`config.mk`:
```
export PLATFORM = sky130hd
export DESIGN_NAME = dda_line_rasterizer
export DESIGN_NICKNAME = d
export VERILOG_FILES = /design/src/rtl/dda_pkg.sv /design/src/rtl/dda_fifo.sv /design/src/rtl/dda_front.sv /design/src/rtl/dda_back.sv /design/src/rtl/dda_line_rasterizer.sv
export SDC_FILE = /design/constraint.sdc
export NUM_CORES = 1
export LEC_CHECK = 0
export ABC_AREA = 1
export BUFFER_PORTS_ARGS = -buffer_cell sky130_fd_sc_hd__buf_4
export CAP_MARGIN = 40
export CORE_ASPECT_RATIO = 0.6
export CORE_MARGIN = 2
export CORE_UTILIZATION = 49
export DETAILED_ROUTE_END_ITERATION = 8
export PLACE_DENSITY = 0.74
export SYNTH_ARGS = -nofsm -noshare
export SYNTH_HDL_FRONTEND = slang
export SYNTH_SLANG_ARGS = --single-unit
```
`constraint.sdc`:
```
create_clock -name clk -period 9.2 [get_ports clk]
set_input_delay 0.46 -clock clk [delete_from_list [all_inputs] [get_ports clk]]
set_output_delay 0.46 -clock clk [all_outputs]
set_load 0.05 [all_outputs]
```
`src/rtl/dda_pkg.sv`:
```
// ----------------------------------------------------------------------------
// dda_pkg
// Shared types and constants for the DDA line rasterizer.
// ----------------------------------------------------------------------------
`default_nettype none

package dda_pkg;

  localparam logic FUNC_START = 1'b0;
  localparam logic FUNC_STEP  = 1'b1;

  localparam int Q_ADDR_BITS = 2;

  typedef struct packed {
    logic full;
    logic empty;
  } fifo_status_t;

  typedef enum logic {
    ST_RUN,
    ST_DIV
  } back_state_t;

endpackage

`default_nettype wire

```
`src/rtl/dda_fifo.sv`:
```
// ----------------------------------------------------------------------------
// dda_fifo
// Short command queue between the front classifier and the back end.
// ----------------------------------------------------------------------------
`default_nettype none

module dda_fifo #(
  parameter int WIDTH = 53
) (
  input  wire logic                 clk,
  input  wire logic                 rst,
  input  wire logic                 push,
  input  wire logic [WIDTH-1:0]     wr_data,
  input  wire logic                 pop,
  output logic      [WIDTH-1:0]     rd_data,
  output dda_pkg::fifo_status_t     status
);

  localparam int A     = dda_pkg::Q_ADDR_BITS;
  localparam int DEPTH = 1 << A;

  logic [WIDTH-1:0] entries [DEPTH];
  logic [A-1:0]     wr_ptr;
  logic [A-1:0]     rd_ptr;
  logic [A:0]       count;

  logic do_push;
  logic do_pop;

  assign status.full  = (count == (A+1)'(DEPTH));
  assign status.empty = (count == '0);
  assign do_push      = push && !status.full;
  assign do_pop       = pop && !status.empty;
  assign rd_data      = entries[rd_ptr];

  always_ff @(posedge clk) begin
    if (do_push) begin
      entries[wr_ptr] <= wr_data;
    end
  end

  always_ff @(posedge clk) begin
    if (rst) begin
      wr_ptr <= '0;
      rd_ptr <= '0;
      count  <= '0;
    end else begin
      if (do_push) begin
        wr_ptr <= wr_ptr + 1'b1;
      end
      if (do_pop) begin
        rd_ptr <= rd_ptr + 1'b1;
      end
      case ({do_push, do_pop})
        2'b10:   count <= count + 1'b1;
        2'b01:   count <= count - 1'b1;
        default: count <= count;
      endcase
    end
  end

endmodule

`default_nettype wire

```
`src/rtl/dda_front.sv`:
```
// ----------------------------------------------------------------------------
// dda_front
// Accepts items, sorts start from step, and precomputes the deltas and
// step count of a new line before it enters the queue.
// ----------------------------------------------------------------------------
`default_nettype none

module dda_front #(
  parameter int COORD_BITS = 10
) (
  input  wire logic                    cmd_valid,
  output logic                         cmd_stall,
  input  wire logic                    func,
  input  wire logic [COORD_BITS-1:0]   x_start,
  input  wire logic [COORD_BITS-1:0]   y_start,
  input  wire logic [COORD_BITS-1:0]   x_end,
  input  wire logic [COORD_BITS-1:0]   y_end,
  input  wire dda_pkg::fifo_status_t   status,
  output logic                         push,
  output logic [3+5*COORD_BITS-1:0]    entry
);

  localparam int C = COORD_BITS;

  logic         is_start;
  logic         neg_x;
  logic         neg_y;
  logic [C-1:0] adx;
  logic [C-1:0] ady;
  logic [C-1:0] steps;

  always_comb begin
    is_start = (func == dda_pkg::FUNC_START);
    neg_x    = x_end < x_start;
    neg_y    = y_end < y_start;
    adx      = neg_x ? (x_start - x_end) : (x_end - x_start);
    ady      = neg_y ? (y_start - y_end) : (y_end - y_start);
    steps    = (adx > ady) ? adx : ady;
  end

  assign cmd_stall = status.full;
  assign push      = cmd_valid && !status.full;
  assign entry     = {is_start, neg_x, neg_y, x_start, y_start, adx, ady, steps};

endmodule

`default_nettype wire

```
`src/rtl/dda_back.sv`:
```
// ----------------------------------------------------------------------------
// dda_back
// Runs queued commands: line setup through a radix-2 divider pair, pixel
// steps through the position accumulators into the output register.
// ----------------------------------------------------------------------------
`default_nettype none

module dda_back #(
  parameter int COORD_BITS = 10,
  parameter int FRAC_BITS  = 16
) (
  input  wire logic                    clk,
  input  wire logic                    rst,
  input  wire logic [3+5*COORD_BITS-1:0] entry,
  input  wire dda_pkg::fifo_status_t   status,
  output logic                         pop,
  output logic                         pix_valid,
  input  wire logic                    pix_stall,
  output logic [COORD_BITS-1:0]        pixel_x,
  output logic [COORD_BITS-1:0]        pixel_y,
  output logic                         last_pixel
);

  localparam int C  = COORD_BITS;
  localparam int F  = FRAC_BITS;
  localparam int PB = C + F;
  localparam int SB = PB + 1;
  localparam int CW = $clog2(F + 1);

  // queue head fields
  logic         e_start;
  logic         e_neg_x;
  logic         e_neg_y;
  logic [C-1:0] e_xs;
  logic [C-1:0] e_ys;
  logic [C-1:0] e_adx;
  logic [C-1:0] e_ady;
  logic [C-1:0] e_steps;

  assign {e_start, e_neg_x, e_neg_y, e_xs, e_ys, e_adx, e_ady, e_steps} = entry;

  dda_pkg::back_state_t state;
  dda_pkg::back_state_t state_next;

  logic [PB-1:0] pos_x;
  logic [PB-1:0] pos_y;
  logic [SB-1:0] step_x;
  logic [SB-1:0] step_y;
  logic [C:0]    pixels_left;

  logic [CW-1:0] div_cnt;
  logic [C-1:0]  div_steps;
  logic [C-1:0]  rem_x;
  logic [C-1:0]  rem_y;
  logic [F:0]    quo_x;
  logic [F:0]    quo_y;
  logic          neg_x;
  logic          neg_y;
  logic [C-1:0]  xs;
  logic [C-1:0]  ys;

  logic out_free;
  logic emit;
  logic div_start;
  logic div_load;

  // divider iteration
  logic          nz_steps;
  logic [C:0]    sh_x;
  logic [C:0]    sh_y;
  logic          bit_x;
  logic          bit_y;
  logic [C:0]    rem_x_next;
  logic [C:0]    rem_y_next;
  logic [F:0]    quo_x_next;
  logic [F:0]    quo_y_next;
  logic [SB-1:0] mag_x;
  logic [SB-1:0] mag_y;

  // first quotient bit
  logic          init_x;
  logic          init_y;

  assign out_free = !pix_valid || !pix_stall;

  always_comb begin
    state_next = state;
    unique case (state)
      dda_pkg::ST_RUN: begin
        if (div_start) begin
          state_next = dda_pkg::ST_DIV;
        end
      end
      dda_pkg::ST_DIV: begin
        if (div_cnt == '0) begin
          state_next = dda_pkg::ST_RUN;
        end
      end
      default: state_next = dda_pkg::ST_RUN;
    endcase
  end

  always_comb begin
    pop       = 1'b0;
    emit      = 1'b0;
    div_start = 1'b0;
    div_load  = 1'b0;
    unique case (state)
      dda_pkg::ST_RUN: begin
        if (!status.empty) begin
          if (e_start) begin
            pop       = 1'b1;
            div_start = 1'b1;
          end else if (pixels_left == '0) begin
            pop = 1'b1;
          end else if (out_free) begin
            pop  = 1'b1;
            emit = 1'b1;
          end
        end
      end
      dda_pkg::ST_DIV: begin
        div_load = (div_cnt == '0);
      end
      default: ;
    endcase
  end

  always_comb begin
    nz_steps   = (div_steps != '0);
    sh_x       = {rem_x, 1'b0};
    sh_y       = {rem_y, 1'b0};
    bit_x      = nz_steps && (sh_x >= {1'b0, div_steps});
    bit_y      = nz_steps && (sh_y >= {1'b0, div_steps});
    rem_x_next = bit_x ? (sh_x - {1'b0, div_steps}) : sh_x;
    rem_y_next = bit_y ? (sh_y - {1'b0, div_steps}) : sh_y;
    quo_x_next = {quo_x[F-1:0], bit_x};
    quo_y_next = {quo_y[F-1:0], bit_y};
    mag_x      = SB'(quo_x_next);
    mag_y      = SB'(quo_y_next);
    init_x     = (e_steps != '0) && (e_adx >= e_steps);
    init_y     = (e_steps != '0) && (e_ady >= e_steps);
  end

  always_ff @(posedge clk) begin
    if (rst) begin
      state       <= dda_pkg::ST_RUN;
      pos_x       <= '0;
      pos_y       <= '0;
      step_x      <= '0;
      step_y      <= '0;
      pixels_left <= '0;
      div_cnt     <= '0;
      pix_valid   <= 1'b0;
    end else begin
      state <= state_next;
      if (out_free) begin
        pix_valid <= emit;
      end
      if (div_start) begin
        div_cnt <= CW'(F - 1);
      end else if (state == dda_pkg::ST_DIV && div_cnt != '0) begin
        div_cnt <= div_cnt - 1'b1;
      end
      if (div_load) begin
        step_x      <= neg_x ? (SB'(0) - mag_x) : mag_x;
        step_y      <= neg_y ? (SB'(0) - mag_y) : mag_y;
        pos_x       <= {xs, F'(0)};
        pos_y       <= {ys, F'(0)};
        pixels_left <= {1'b0, div_steps};
      end else if (emit) begin
        pos_x       <= pos_x + step_x[PB-1:0];
        pos_y       <= pos_y + step_y[PB-1:0];
        pixels_left <= pixels_left - 1'b1;
      end
    end
  end

  always_ff @(posedge clk) begin
    if (div_start) begin
      div_steps <= e_steps;
      neg_x     <= e_neg_x;
      neg_y     <= e_neg_y;
      xs        <= e_xs;
      ys        <= e_ys;
      rem_x     <= init_x ? (e_adx - e_steps) : e_adx;
      rem_y     <= init_y ? (e_ady - e_steps) : e_ady;
      quo_x     <= {F'(0), init_x};
      quo_y     <= {F'(0), init_y};
    end else if (state == dda_pkg::ST_DIV) begin
      rem_x <= rem_x_next[C-1:0];
      rem_y <= rem_y_next[C-1:0];
      quo_x <= quo_x_next;
      quo_y <= quo_y_next;
    end
  end

  always_ff @(posedge clk) begin
    if (emit) begin
      pixel_x    <= pos_x[PB-1:F];
      pixel_y    <= pos_y[PB-1:F];
      last_pixel <= (pixels_left == (C+1)'(1));
    end
  end

  a_no_emit_in_div: assert property (@(posedge clk) disable iff (rst)
    (state == dda_pkg::ST_DIV) |-> (!emit && !pop))
    else $error("pixel issued during line setup");

  a_emit_needs_line: assert property (@(posedge clk) disable iff (rst)
    emit |-> (pixels_left != '0))
    else $error("pixel issued with no active line");

  a_load_count: assert property (@(posedge clk) disable iff (rst)
    div_load |=> (state == dda_pkg::ST_RUN && pixels_left == {1'b0, $past(div_steps)}))
    else $error("line setup loaded a wrong pixel count");

  a_last_ends_line: assert property (@(posedge clk) disable iff (rst)
    (emit && pixels_left == (C+1)'(1)) |=> (pixels_left == '0))
    else $error("line did not end after its last pixel");

endmodule

`default_nettype wire

```
`src/rtl/dda_line_rasterizer.sv`:
```
// ----------------------------------------------------------------------------
// dda_line_rasterizer
// DDA line rasterizer with fixed-point increments.
//
//   channel  handshake             payload
//   cmd      cmd_valid/cmd_stall   func, x_start, y_start, x_end, y_end
//   pix      pix_valid/pix_stall   pixel_x, pixel_y, last_pixel
//
// A step item issues one pixel per cycle while pix is not stalled and no line
// setup is running; with no active line it is dropped. A start item holds the
// back end while two radix-2 dividers run side by side (one quotient bit per
// cycle). A four-entry queue separates intake from execution, so cmd stalls
// only when that queue is full.
// rst is synchronous, active high, and clears the line state to idle.
// ----------------------------------------------------------------------------
`default_nettype none

module dda_line_rasterizer #(
  parameter int COORD_BITS = 10,
  parameter int FRAC_BITS  = 16
) (
  input  wire logic                  clk,
  input  wire logic                  rst,
  input  wire logic                  cmd_valid,
  output logic                       cmd_stall,
  input  wire logic                  func,
  input  wire logic [COORD_BITS-1:0] x_start,
  input  wire logic [COORD_BITS-1:0] y_start,
  input  wire logic [COORD_BITS-1:0] x_end,
  input  wire logic [COORD_BITS-1:0] y_end,
  output logic                       pix_valid,
  input  wire logic                  pix_stall,
  output logic [COORD_BITS-1:0]      pixel_x,
  output logic [COORD_BITS-1:0]      pixel_y,
  output logic                       last_pixel
);

  localparam int EW = 3 + 5 * COORD_BITS;

  dda_pkg::fifo_status_t status;
  logic                  push;
  logic                  pop;
  logic [EW-1:0]         wr_entry;
  logic [EW-1:0]         rd_entry;

  dda_front #(
    .COORD_BITS (COORD_BITS)
  ) u_front (
    .cmd_valid (cmd_valid),
    .cmd_stall (cmd_stall),
    .func      (func),
    .x_start   (x_start),
    .y_start   (y_start),
    .x_end     (x_end),
    .y_end     (y_end),
    .status    (status),
    .push      (push),
    .entry     (wr_entry)
  );

  dda_fifo #(
    .WIDTH (EW)
  ) u_fifo (
    .clk     (clk),
    .rst     (rst),
    .push    (push),
    .wr_data (wr_entry),
    .pop     (pop),
    .rd_data (rd_entry),
    .status  (status)
  );

  dda_back #(
    .COORD_BITS (COORD_BITS),
    .FRAC_BITS  (FRAC_BITS)
  ) u_back (
    .clk        (clk),
    .rst        (rst),
    .entry      (rd_entry),
    .status     (status),
    .pop        (pop),
    .pix_valid  (pix_valid),
    .pix_stall  (pix_stall),
    .pixel_x    (pixel_x),
    .pixel_y    (pixel_y),
    .last_pixel (last_pixel)
  );

endmodule

`default_nettype wire
```
# After elaboration in Yosys (flattened, before gate mapping)
# Memory sizes are Yosys's and may differ from the RTL's. A register that Yosys moved wholly into a read port is not among the register bits.
# Cells that the tools add are included.
# totals
reg_bits	234
mem_bits_rw	212
output_inout_bits	23
elab_cells	132
memories	1
# classes
add_sub_neg	18
order_cmp	7
n_eq_ne	4
mux	46
bitwise	2
n_reduce_logical	25
# mem_list
name	words	width	read_ports	rd_ports_with_merged_regs	wr	line_no	source
u_fifo.entries	4	53	1	1	1	dda_fifo.sv:22	logic [WIDTH-1:0] entries [DEPTH];
# op_table
cell	n
2-to-1 mux 26 bit	6
2-to-1 mux 10 bit	13
subtractor 10 bit	8
adder 26 bit	2
subtractor 1 x 17 -> 18 bit (first input constant)	2
greater-or-equal comparator 11 x 10 -> 1 bit	2
2-to-1 mux 1 bit	21
greater-or-equal comparator 10 bit	2
< comparator 10 bit	2
nonzero test 10 bit	2
== test 11 x 1 -> 1 bit (second input constant)	1
logical NOT 11 bit	1
subtractor 11 x 1 -> 11 bit (second input constant)	1
> comparator 10 bit	1
logical AND 1 bit	8
2-to-1 mux 4 bit	2
nonzero test 2 bit	4
case mux 3 bit (2 select lines)	1
logical NOT 5 bit	1
nonzero test 5 bit	1
subtractor 5 x 1 -> 5 bit (second input constant)	1
adder 2 x 1 -> 2 bit (second input constant)	2
logical NOT 1 bit	4
2-to-1 mux 2 bit	2
10 further kinds	12

# Longest topological paths before layout
# Gate-level depths: netlist of run 1.
# logic_depth
ltp_word	10
ltp_mapped	24
depth_no_buf	22

# Cells and area by module
# From an unflattened synthesis of run 1, not the netlist that was laid out.
# hier_totals
hier_cells	2945
hier_area_um2	25254.2
# by_module_without_submodules
module	n_inst	cells_per_inst	area_per_inst_um2	seq_area_each_um2
dda_back	1	1862	13917.1	4974.8
dda_fifo	1	583	8519.4	6546.3
dda_front	1	500	2817.7	0.0

# Worst setup path before layout of run 1
# No wires, ideal clock.
# synth_timing
path_type	flip-flop to flip-flop
from	register u_fifo.count[2]
to	memory u_fifo.entries[0][0] (enable)
setup_time_ps	464
arrival_time_ps	3151
t_required_ps	8736
slack_ps	5585
stages_incl_launch_ff	6
path_cell_list	dfxtp_1 inv_1 nor3_1 nor2_1 inv_1 nor2_1
# synth_via
elab_chain_cells	6
# synth_rtl
element	line_no	source
from (decl)	dda_fifo.sv:25	logic [A:0] count;
from (signal assigned)	dda_fifo.sv:55	2'b10: count <= count + 1'b1;
from (signal assigned)	dda_fifo.sv:56	2'b01: count <= count - 1'b1;
from (signal assigned)	dda_fifo.sv:57	default: count <= count;
== test 3 bit *	dda_fifo.sv:30	assign status.full = (count == (A+1)'(DEPTH));
net cmd_stall	dda_line_rasterizer.sv:25	output logic cmd_stall,
logical NOT 1 bit *	dda_fifo.sv:32, dda_front.sv:42	
logical AND 1 bit	dda_front.sv:42	assign push = cmd_valid && !status.full;
logical AND 1 bit *	dda_fifo.sv:32	assign do_push = push && !status.full;
2-to-1 mux 1 bit *	dda_fifo.sv:37	if (do_push) begin
2-to-1 mux 1 bit (not written as such) *	dda_fifo.sv:38	entries[wr_ptr] <= wr_data;
to (decl)	dda_fifo.sv:22	
# The timed path passes the listed nets; every way through them passes the cells marked *.

==> qor.csv, run 1 <==
metric,value,unit
Initial Util,49.5,%
RSZ-0062 raised after global routing,no,
top cell type's share of synthesized area,35.3,%
met1 GRT Util,40.9,%
Synth cell types,56,
clock share of power,18.2,%
initial antenna violation count,0,
Final Skew,0.0366,ns
hpwl dp,48.7,mm
Die X,292,um
vias per cell,5.68,
sequential share of power,30.5,%
CP Data Required Time,9.60,ns
area grow syn2layout,10.3,%
PwrDens,371,mW/mm^2
footprint of the multi-input gates,0.0111,sq mm
Layout Nets,3093,
number of global-route vias before repair,18811,
number of flops mapped to enable cells by yosys,287,
Final Hold Vio Count,0,
largest fanout on the critical path,91,
clock slew at reported path FFs,0.08,ns
outcome,"complete, no violations",
Die ar.,0.0517,sq mm
clk sinks,432,
layout cell share with drive strength beyond 1,7.33,%
Hold Startpoint,y_start[3],
Most used DFF post-synth,edfxtp_1,
CTS tree,built,
Finished Core Util,54.6,%
# resized after CTS,0,
leading post-synthesis cells by cell area,"edfxtp_1 (35%), dfxtp_1 (12%), nand2_1 (9.9%)",
FF/Latch Area,0.0115,sq mm
Setup TNS Final,0,ns
P_leak,11.4,nW
DRC violation count after routing,0,
Clock Latency Late Sink,0.56,ns
total congestion overflow,0,
crit path launch type,flip-flop,
worst setup path class,reg2reg,
final setup violation count,0,
dpl cells,3494,
total iterations of the first detailed-routing run,6,
routing usage on met3,5.76,%
gr busiest metal,met1,
# Post-CTS Setup Buffers,0,
I/O Pins,68,
mapped cell area,0.0244,sq mm
hold buffer count at cts,0,
H-Tree Depth,2,
CTS Buf Count,42,
Die Y,177,um
syn avg cell area,8.55,sq um
fin crit share,44.7,%
Max-Cap Viols,0,
Port-buffer cells,67,
total wire length,68.4,mm
Slew Limit Fails,0,
Fmax,243,MHz
post-route insts no fill,3570,
n_diodes,0,
initial drt markers,2118,
CP arrival,4.51,ns
Seq cells post-synth,432,
row count,63,
Place WS,4.77,ns
core area,0.0493,sq mm
Worst slew margin,36.5,%
Post-DRT Antenna Nets,0,
sequential share of the synthesized area,47.2,%
Synth Instances,2854,
Sw Pwr,4.58,mW
Synth Warn #,0,
worst-margin pin slew,0.953,ns
min-delay worst type,in2reg,
Final Critical Period,4.11,ns
clk root buf,clkbuf_16,
combinational fraction of design power,51.3,%
vias,20274,
syn_nets,3059,
pin count of the biggest net entering global routing,92,
Switching Fraction,45.9,%
DR WL/cell,19.2,um
fillers,4370,
gpl congestion,0.940,
Peak VDD IR,0.000174,V
async set or reset register ratio after synthesis,0,%
wire length of the first global-routing pass,106,mm
Worst Setup End Kind,flip-flop,
Internal Power,5.40,mW
GR Util met2,37.3,%
Worst Slack Setup Final,5.09,ns
Max clock buf depth,3,
GRT Overall Usage,26.3,%
largest area contributor in the netlist,edfxtp_1,
-- layout by cell type, fill, tap and decap left out, drive strengths merged, types with 12 or more instances in the layout --
cell type  netlist  layout
nand2          653     653
inv            339     342
edfxtp         287     287
o21ai          232     232
nor2           215     215
a21oi          197     197
nand3          152     152
ha             149     149
dfxtp          145     145
buf             52      87
o22ai           65      65
xor2            54      54
clkbuf          45      51
xnor2           37      37
o211ai          33      33
nor3            32      32
a31oi           27      27
nand4           26      26
or2             15      15
clkinv           2      13
a21o            12      12
-- cells in the mapped netlist, types with 6 or more instances --
master / instances
o22ai_1: 65
nand2_1: 643
o221ai_1: 10
nor3_1: 31
dfxtp_1: 145
a21oi_1: 194
a31oi_1: 27
xnor2_1: 37
nor2_1: 211
o211ai_1: 33
fa_1: 11
o21ai_1: 31
buf_6: 13
nand4_1: 26
nand3b_1: 6
o21bai_1: 11
a32oi_1: 6
edfxtp_1: 287
inv_1: 325
xor2_1: 54
o21ai_0: 197
nor4_1: 6
a21o_1: 12
nand2_2: 6
o21a_1: 11
inv_2: 11
clkbuf_1: 43
nand3_1: 151
ha_1: 149
or2_2: 13
buf_2: 29
-- cell type report --
class                      instances  share of cell area, %
timing repair buffer              87                   2.87
sequential                       432                   42.8
tap                              650                   3.02
inverter                         341                   4.79
clock buffer                      51                   4.15
multi-input combinational       1984                   41.2
clock inverter                    25                   1.12
-- per-layer routing --
metal / vias to the layer above / wire [um]
met4: 0 / 1190
met2: 810 / 27300
met3: 91 / 6380
met1: 9596 / 33600
li1: 9777 / -
met5: - / 0
-- worst max-delay path, stage by stage, from the launching register on --
cell and delay (ns):
dfxtp_4 0.56, buf_4 0.78, nand2_1 0.12, a32oi_1 0.62, ha_1 0.41, inv_1 0.11, o21ai_0 0.16, a21oi_1 0.17
nand4_1 0.24, nand2_4 0.28, inv_1 0.14, o21ai_0 0.12, nand3_1 0.10, nand2_1 0.09
-- registers in the layout, indices dropped and copies added (netlist names), 11 cells and up, named ones only --
name,flops
u_back.quo_y,16
u_back.pixels_left,11
u_back.step_y,18
u_fifo.entries,212
u_back.pos_x,26
u_back.quo_x,16
u_back.pos_y,26
u_back.step_x,18
-- metrics by stage --
| step | power (mW) | hold slack, ns | cell area, sq um |
|---|---|---|---|
| 6_report | 9.99 | 0.115 | 26900 |
| 5_1_grt | 10.7 | 0.104 | 26900 |
| 4_1_cts | 9.92 | 0.0902 | 26900 |
| 3_5_place_dp | 8.08 | 0.439 | 25500 |
| 3_3_place_gp | 7.90 | 0.431 | 25300 |
| 2_1_floorplan | 6.71 | 0.424 | 24400 |
-- power groups by stage --
| stage | clock network, mW | registers (mW) | logic, mW |
|---|---|---|---|
| CTS | 1.84 | 3.03 | 5.05 |
| finish | 1.82 | 3.04 | 5.13 |
| floorplan | 0 | 3.04 | 3.66 |
| global placement | 0 | 3.06 | 4.84 |
| detailed placement | 0 | 3.07 | 5.01 |
| global route | 1.91 | 3.08 | 5.72 |
-- cell families (layout without fill, tap and decap cells) --
kind of cell | Yosys count | after routing | synth area share (%)
AO/OA/AOI/OAI | 619 | 619 | 14.4
XOR/XNOR | 91 | 91 | 3.27
adder cells (fa/ha/maj) | 160 | 160 | 8.54
buffers and inverters | 438 | 504 | 7.48
flip-flops | 432 | 432 | 47.2
multiplexers | 1 | 1 | 0.0410
AND/OR/NAND/NOR | 1113 | 1113 | 19.0
-- final timing paths --
path | to | slack (ns) | cells past startpoint
worst max register to register | u_back.rem_x[7] | 5.09 | 13
worst min-delay path | u_fifo.entries[1][33] | 0.11 | 1
worst max-delay path | u_back.rem_x[7] | 5.09 | 13
worst min register to register | u_back.div_cnt[4] | 0.45 | 2
Note: power is estimated with default switching activity, not from simulation.
==> run 2: changes to the inputs <==
clock period = 4.3 ns   (was 9.2 ns; I/O delays follow)
==> qor.csv, run 2 (same netlist as run 1, synthesis figures left out) <==
metric,value,unit
outcome,"complete, no violations",
total congestion overflow,0,
"slowest stage cell, crit path",dlygate4sd3_1,
GRT Overall Usage,25.7,%
final setup violation count,0,
initial antenna violation count,1,
CTS tree,built,
PwrDens,787,mW/mm^2
core area,0.0493,sq mm
Die Y,177,um
clk sinks,432,
Clock Latency Late Sink,0.57,ns
# resized after CTS,0,
RSZ-0062 raised after global routing,no,
total iterations of the first detailed-routing run,5,
Port-buffer cells,67,
critical path's top delay family,compound AO/OA/AOI/OAI gates,
Finished Core Util,55.3,%
Critical path buffers and inverters,6,
H-Tree Depth,2,
Die X,292,um
Area after DPL,0.0256,sq mm
Max clock buf depth,3,
P_leak,11.6,nW
"commonest non-fill, non-tap cell in the layout",nand2_1,
top flop regs,"u_fifo.entries x212, u_back.pos_x x26, u_back.pos_y x26",
Setup TNS Final,0,ns
CTS Buf Count,42,
pin count of the biggest net entering global routing,90,
FF/Latch Area,0.0115,sq mm
Peak VDD IR,0.000487,V
Final Skew,0.0201,ns
crit path cell chain,dlygate4sd3_1 > buf_4 > inv_1 > ha_1 > inv_1 > fa_1 > a31oi_1 > o21ai_0 > xnor2_1 > nand2_1 > nand2_1 > inv_1 > ha_1 > nand4_1 > nor2_1 > o21ai_0 > nand3_1 > o21ai_1 > buf_4 > o21ai_0,
DRC violation count after routing,0,
initial drt markers,1992,
fin crit share,90.2,%
max FFs per register,212,
min-delay worst type,in2reg,
CP Data Required Time,4.58,ns
Post-DRT Antenna Nets,0,
Slew Limit Fails,0,
Layout Nets,3129,
I/O Pins,68,
number of global-route vias before repair,18431,
vias,20190,
largest fanout on the critical path,6,
fillers,4382,
DR WL/cell,18.7,um
clk root buf,clkbuf_16,
Final Critical Period,3.88,ns
clock slew at reported path FFs,0.06,ns
crit path launch type,input port,
Worst slew margin,38.2,%
worst-margin pin slew,0.927,ns
Hold WS,0.0478,ns
footprint of the multi-input gates,0.0111,sq mm
wire length of the first global-routing pass,104,mm
total wire length,67.5,mm
Max-Cap Viols,0,
Final Hold Vio Count,0,
hpwl dp,48.2,mm
post-route cell area,0.0273,sq mm
Fmax,258,MHz
vias per cell,5.59,
CP max stage delay,0.56,ns
layout cell share with drive strength beyond 1,7.81,%
worst setup path class,in2reg,
gpl congestion,0.956,
Die ar.,0.0517,sq mm
CP arrival,4.16,ns
Top reg by flops,u_fifo.entries,
Initial Util,49.5,%
"commonest non-fill, non-tap cells in the layout","nand2_1 (642), inv_1 (325), edfxtp_1 (287)",
row count,63,
Worst Setup End Kind,flip-flop,
area grow syn2layout,11.7,%
[run 2: per-layer routing]
metal / GRT usage [%] / wire [um]
met5: 0 / 0
met4: 5.22 / 1230
met3: 4.60 / 6090
met2: 36.4 / 26700
met1: 40.5 / 33400
[run 2: repair_timing]
action                    4_1_cts  5_1_grt
setup buffers                   0        0
hold endpoints to repair       85        0
hold buffers                   22        0
[run 2: final timing paths]
check,slack (ns),cells after the start,start,endpoint
max,0.42,20,x_start[0],u_fifo.entries[3][0]
min,0.05,4,cmd_valid,u_fifo.wr_ptr[0]
max reg2reg,0.72,16,flip-flop,u_back.rem_y[3]
min reg2reg,0.46,2,u_back.div_cnt[4],u_back.div_cnt[4]
[run 2: area by class of cell]
cell class,instances,area share (%)
Clock inverter,22,1.06
Inverter,341,4.73
Tap cell,650,2.98
Clock buffer,56,4.35
Sequential cell,432,42.3
Multi-Input combinational cell,1984,40.7
Timing Repair Buffer,123,3.90
Antenna cell,1,0.00918
[run 2: per-stage QoR]
stage | cells | setup slack, ns | power (mW)
floorplan | 2854 | 0.685 | 14.4
global placement | 3505 | 0.535 | 17.0
detailed placement | 3508 | 0.506 | 17.3
CTS | 3608 | 0.531 | 21.3
global route | 3609 | 0.0402 | 23.0
finish | 3609 | 0.421 | 21.5
[run 2: power by group]
part | total (mW) | switching, mW | internal, mW
registers | 6.53 | 0.670 | 5.86
logic | 10.9 | 7.41 | 3.54
clock network | 3.99 | 1.67 | 2.32
[run 2: tightest hold or removal path, delay by kind of cell]
family / cells / cell delay (ns)
buffers and inverters: 2 / 0.16
AOI/OAI and AO/OA: 1 / 0.13
and+or+nand+nor: 1 / 0.06
==> run 3: changes to the inputs <==
CTS_BUF_LIST = sky130_fd_sc_hd__clkbuf_16   (was unset)
CTS_CLUSTER_SIZE = 25   (was unset)
==> qor.csv, run 3 (same netlist as run 1, synthesis figures left out) <==
metric,value,unit
Hold Startpoint,cmd_valid,
fillers,4386,
"commonest non-fill, non-tap cells in the layout","nand2_1 (642), inv_1 (332), edfxtp_1 (287)",
Post-DRT Antenna Nets,0,
PwrDens,783,mW/mm^2
dpl cells,3508,
"slowest stage cell, crit path",dlygate4sd3_1,
P_leak,11.6,nW
crit path launch type,input port,
wire length of the first global-routing pass,104,mm
Worst Setup End Kind,flip-flop,
vias,20194,
FF-to-FF setup slack,0.70,ns
Max-Cap Viols,0,
GRT Overall Usage,25.7,%
DRC violation count after routing,0,
layout cell share with drive strength beyond 1,7.61,%
largest fanout on the critical path,6,
Layout Nets,3129,
I/O Pins,68,
total wire length,67.2,mm
vias per cell,5.60,
hold buffer count at cts,22,
fin crit share,90.5,%
gpl congestion,0.956,
outcome,"complete, no violations",
hpwl dp,48.2,mm
CP Data Required Time,4.58,ns
Final Skew,0.0217,ns
critical path's top delay family,compound AO/OA/AOI/OAI gates,
Critical path buffers and inverters,6,
"commonest non-fill, non-tap cell in the layout",nand2_1,
CTS Buf Count,42,
worst hold path stage count,4,
pin count of the biggest net entering global routing,90,
post-route cell area,0.0272,sq mm
CP arrival,4.17,ns
worst-margin pin slew,0.926,ns
FF/Latch Area,0.0115,sq mm
Die ar.,0.0517,sq mm
Internal Power,11.6,mW
# resized after CTS,0,
sequential share of power,30.6,%
Peak VDD IR,0.000481,V
post-route insts no fill,3609,
max FFs per register,212,
initial antenna violation count,1,
H-Tree Depth,2,
Initial Util,49.5,%
clk sinks,432,
combinational fraction of design power,51.3,%
row count,63,
top flop regs,"u_fifo.entries x212, u_back.pos_x x26, u_back.pos_y x26",
# Post-CTS Setup Buffers,0,
clk root buf,clkbuf_16,
total iterations of the first detailed-routing run,6,
CTS tree,built,
Clock Latency Late Sink,0.57,ns
CP max stage delay,0.56,ns
area grow syn2layout,11.5,%
crit path cell chain,dlygate4sd3_1 > buf_4 > inv_1 > ha_1 > inv_1 > fa_1 > a31oi_1 > o21ai_0 > xnor2_1 > nand2_1 > nand2_1 > inv_1 > ha_1 > nand4_1 > nor2_1 > o21ai_0 > nand3_1 > o21ai_1 > buf_4 > o21ai_0,
Final Hold Vio Count,0,
core area,0.0493,sq mm
Top reg by flops,u_fifo.entries,
WHS Endpoint,u_fifo.wr_ptr[0],
Switching Fraction,45.6,%
worst setup path class,in2reg,
final setup violation count,0,
initial drt markers,2078,
RSZ-0062 raised after global routing,no,
Setup TNS Final,0,ns
Port-buffer cells,67,
Slew Limit Fails,0,
clock slew at reported path FFs,0.06,ns
Die X,292,um
Fmax,257,MHz
R2R depth,13,
Sw Pwr,9.72,mW
Area after DPL,0.0256,sq mm
Worst slew margin,38.3,%
Die Y,177,um
FF-to-FF End,u_back.rem_y[3],
Final Critical Period,3.89,ns
number of global-route vias before repair,18446,
clock share of power,18.1,%
footprint of the multi-input gates,0.0111,sq mm
Max clock buf depth,3,
total congestion overflow,0,
DR WL/cell,18.6,um
min-delay worst type,in2reg,
run 3: cell count changes in the layout (fill, tap and decap cells not counted), sizes merged:
cell,previous run,this run
clkbuf,56,43
clkinv,11,17
inv,343,350
run 3: how the worst max path moves through the flow:
stage	start	to	cells past startpoint
after floorplan	u_fifo.count[2]	u_fifo.entries[0][0]	5
after CTS	x_start[2]	u_fifo.entries[0][0]	19
final	x_start[0]	u_fifo.entries[3][0]	20
after global placement	y_start[3]	u_fifo.entries[1][0]	20
after detailed placement	y_start[3]	u_fifo.entries[3][0]	19
after global routing	y_start[3]	u_fifo.entries[3][1]	20
run 3: worst register-to-register path, cell delays in order, from the launching register on:
cell     delay, ns
dfxtp_4       0.46
inv_4         0.55
nand2_1       0.14
a32oi_1       0.53
inv_1         0.17
fa_1          0.49
inv_1         0.11
nand3_1       0.09
nand4_1       0.20
nand2_4       0.18
nand2_1       0.10
o21ai_1       0.07
nand2_1       0.20
nand2_1       0.08
run 3: per-stage QoR:
stage | worst slack, ns | power [mW] | util, % | hold slack (ns)
2_1_floorplan | 0.685 | 14.4 | - | 0.314
3_3_place_gp | 0.535 | 17.0 | 51.7 | 0.425
3_5_place_dp | 0.506 | 17.3 | 51.9 | 0.430
4_1_cts | 0.530 | 21.2 | 55.2 | 0.0419
5_1_grt | 0.0403 | 22.8 | 55.2 | 0.0672
6_report | 0.407 | 21.3 | 55.2 | 0.0436
run 3: power by group through the flow:
stage	sequential, mW	clock (mW)	combinational (mW)
floorplan	6.51	0	7.84
global placement	6.57	0	10.4
detailed placement	6.59	0	10.7
CTS	6.51	3.90	10.8
global route	6.61	4.06	12.2
finish	6.52	3.85	10.9
run 3: area by class of cell:
| cell class | count | share of cell area [%] |
|---|---|---|
| multi-input cells | 1984 | 40.8 |
| diodes | 1 | 0.00920 |
| well taps | 650 | 2.99 |
| flip-flops and latches | 432 | 42.4 |
| clock buffers | 43 | 3.96 |
| inverters | 341 | 4.74 |
| repair buffers | 123 | 3.91 |
| clock inverters | 35 | 1.25 |
run 3: metal layers:
layer | vias up | routed length (um) | global-route usage [%]
li1 | 9859 | - | -
met1 | 9457 | 33100 | 40.6
met2 | 785 | 26700 | 36.3
met3 | 93 | 6120 | 4.56
met4 | 0 | 1220 | 5.26
met5 | - | 0 | 0
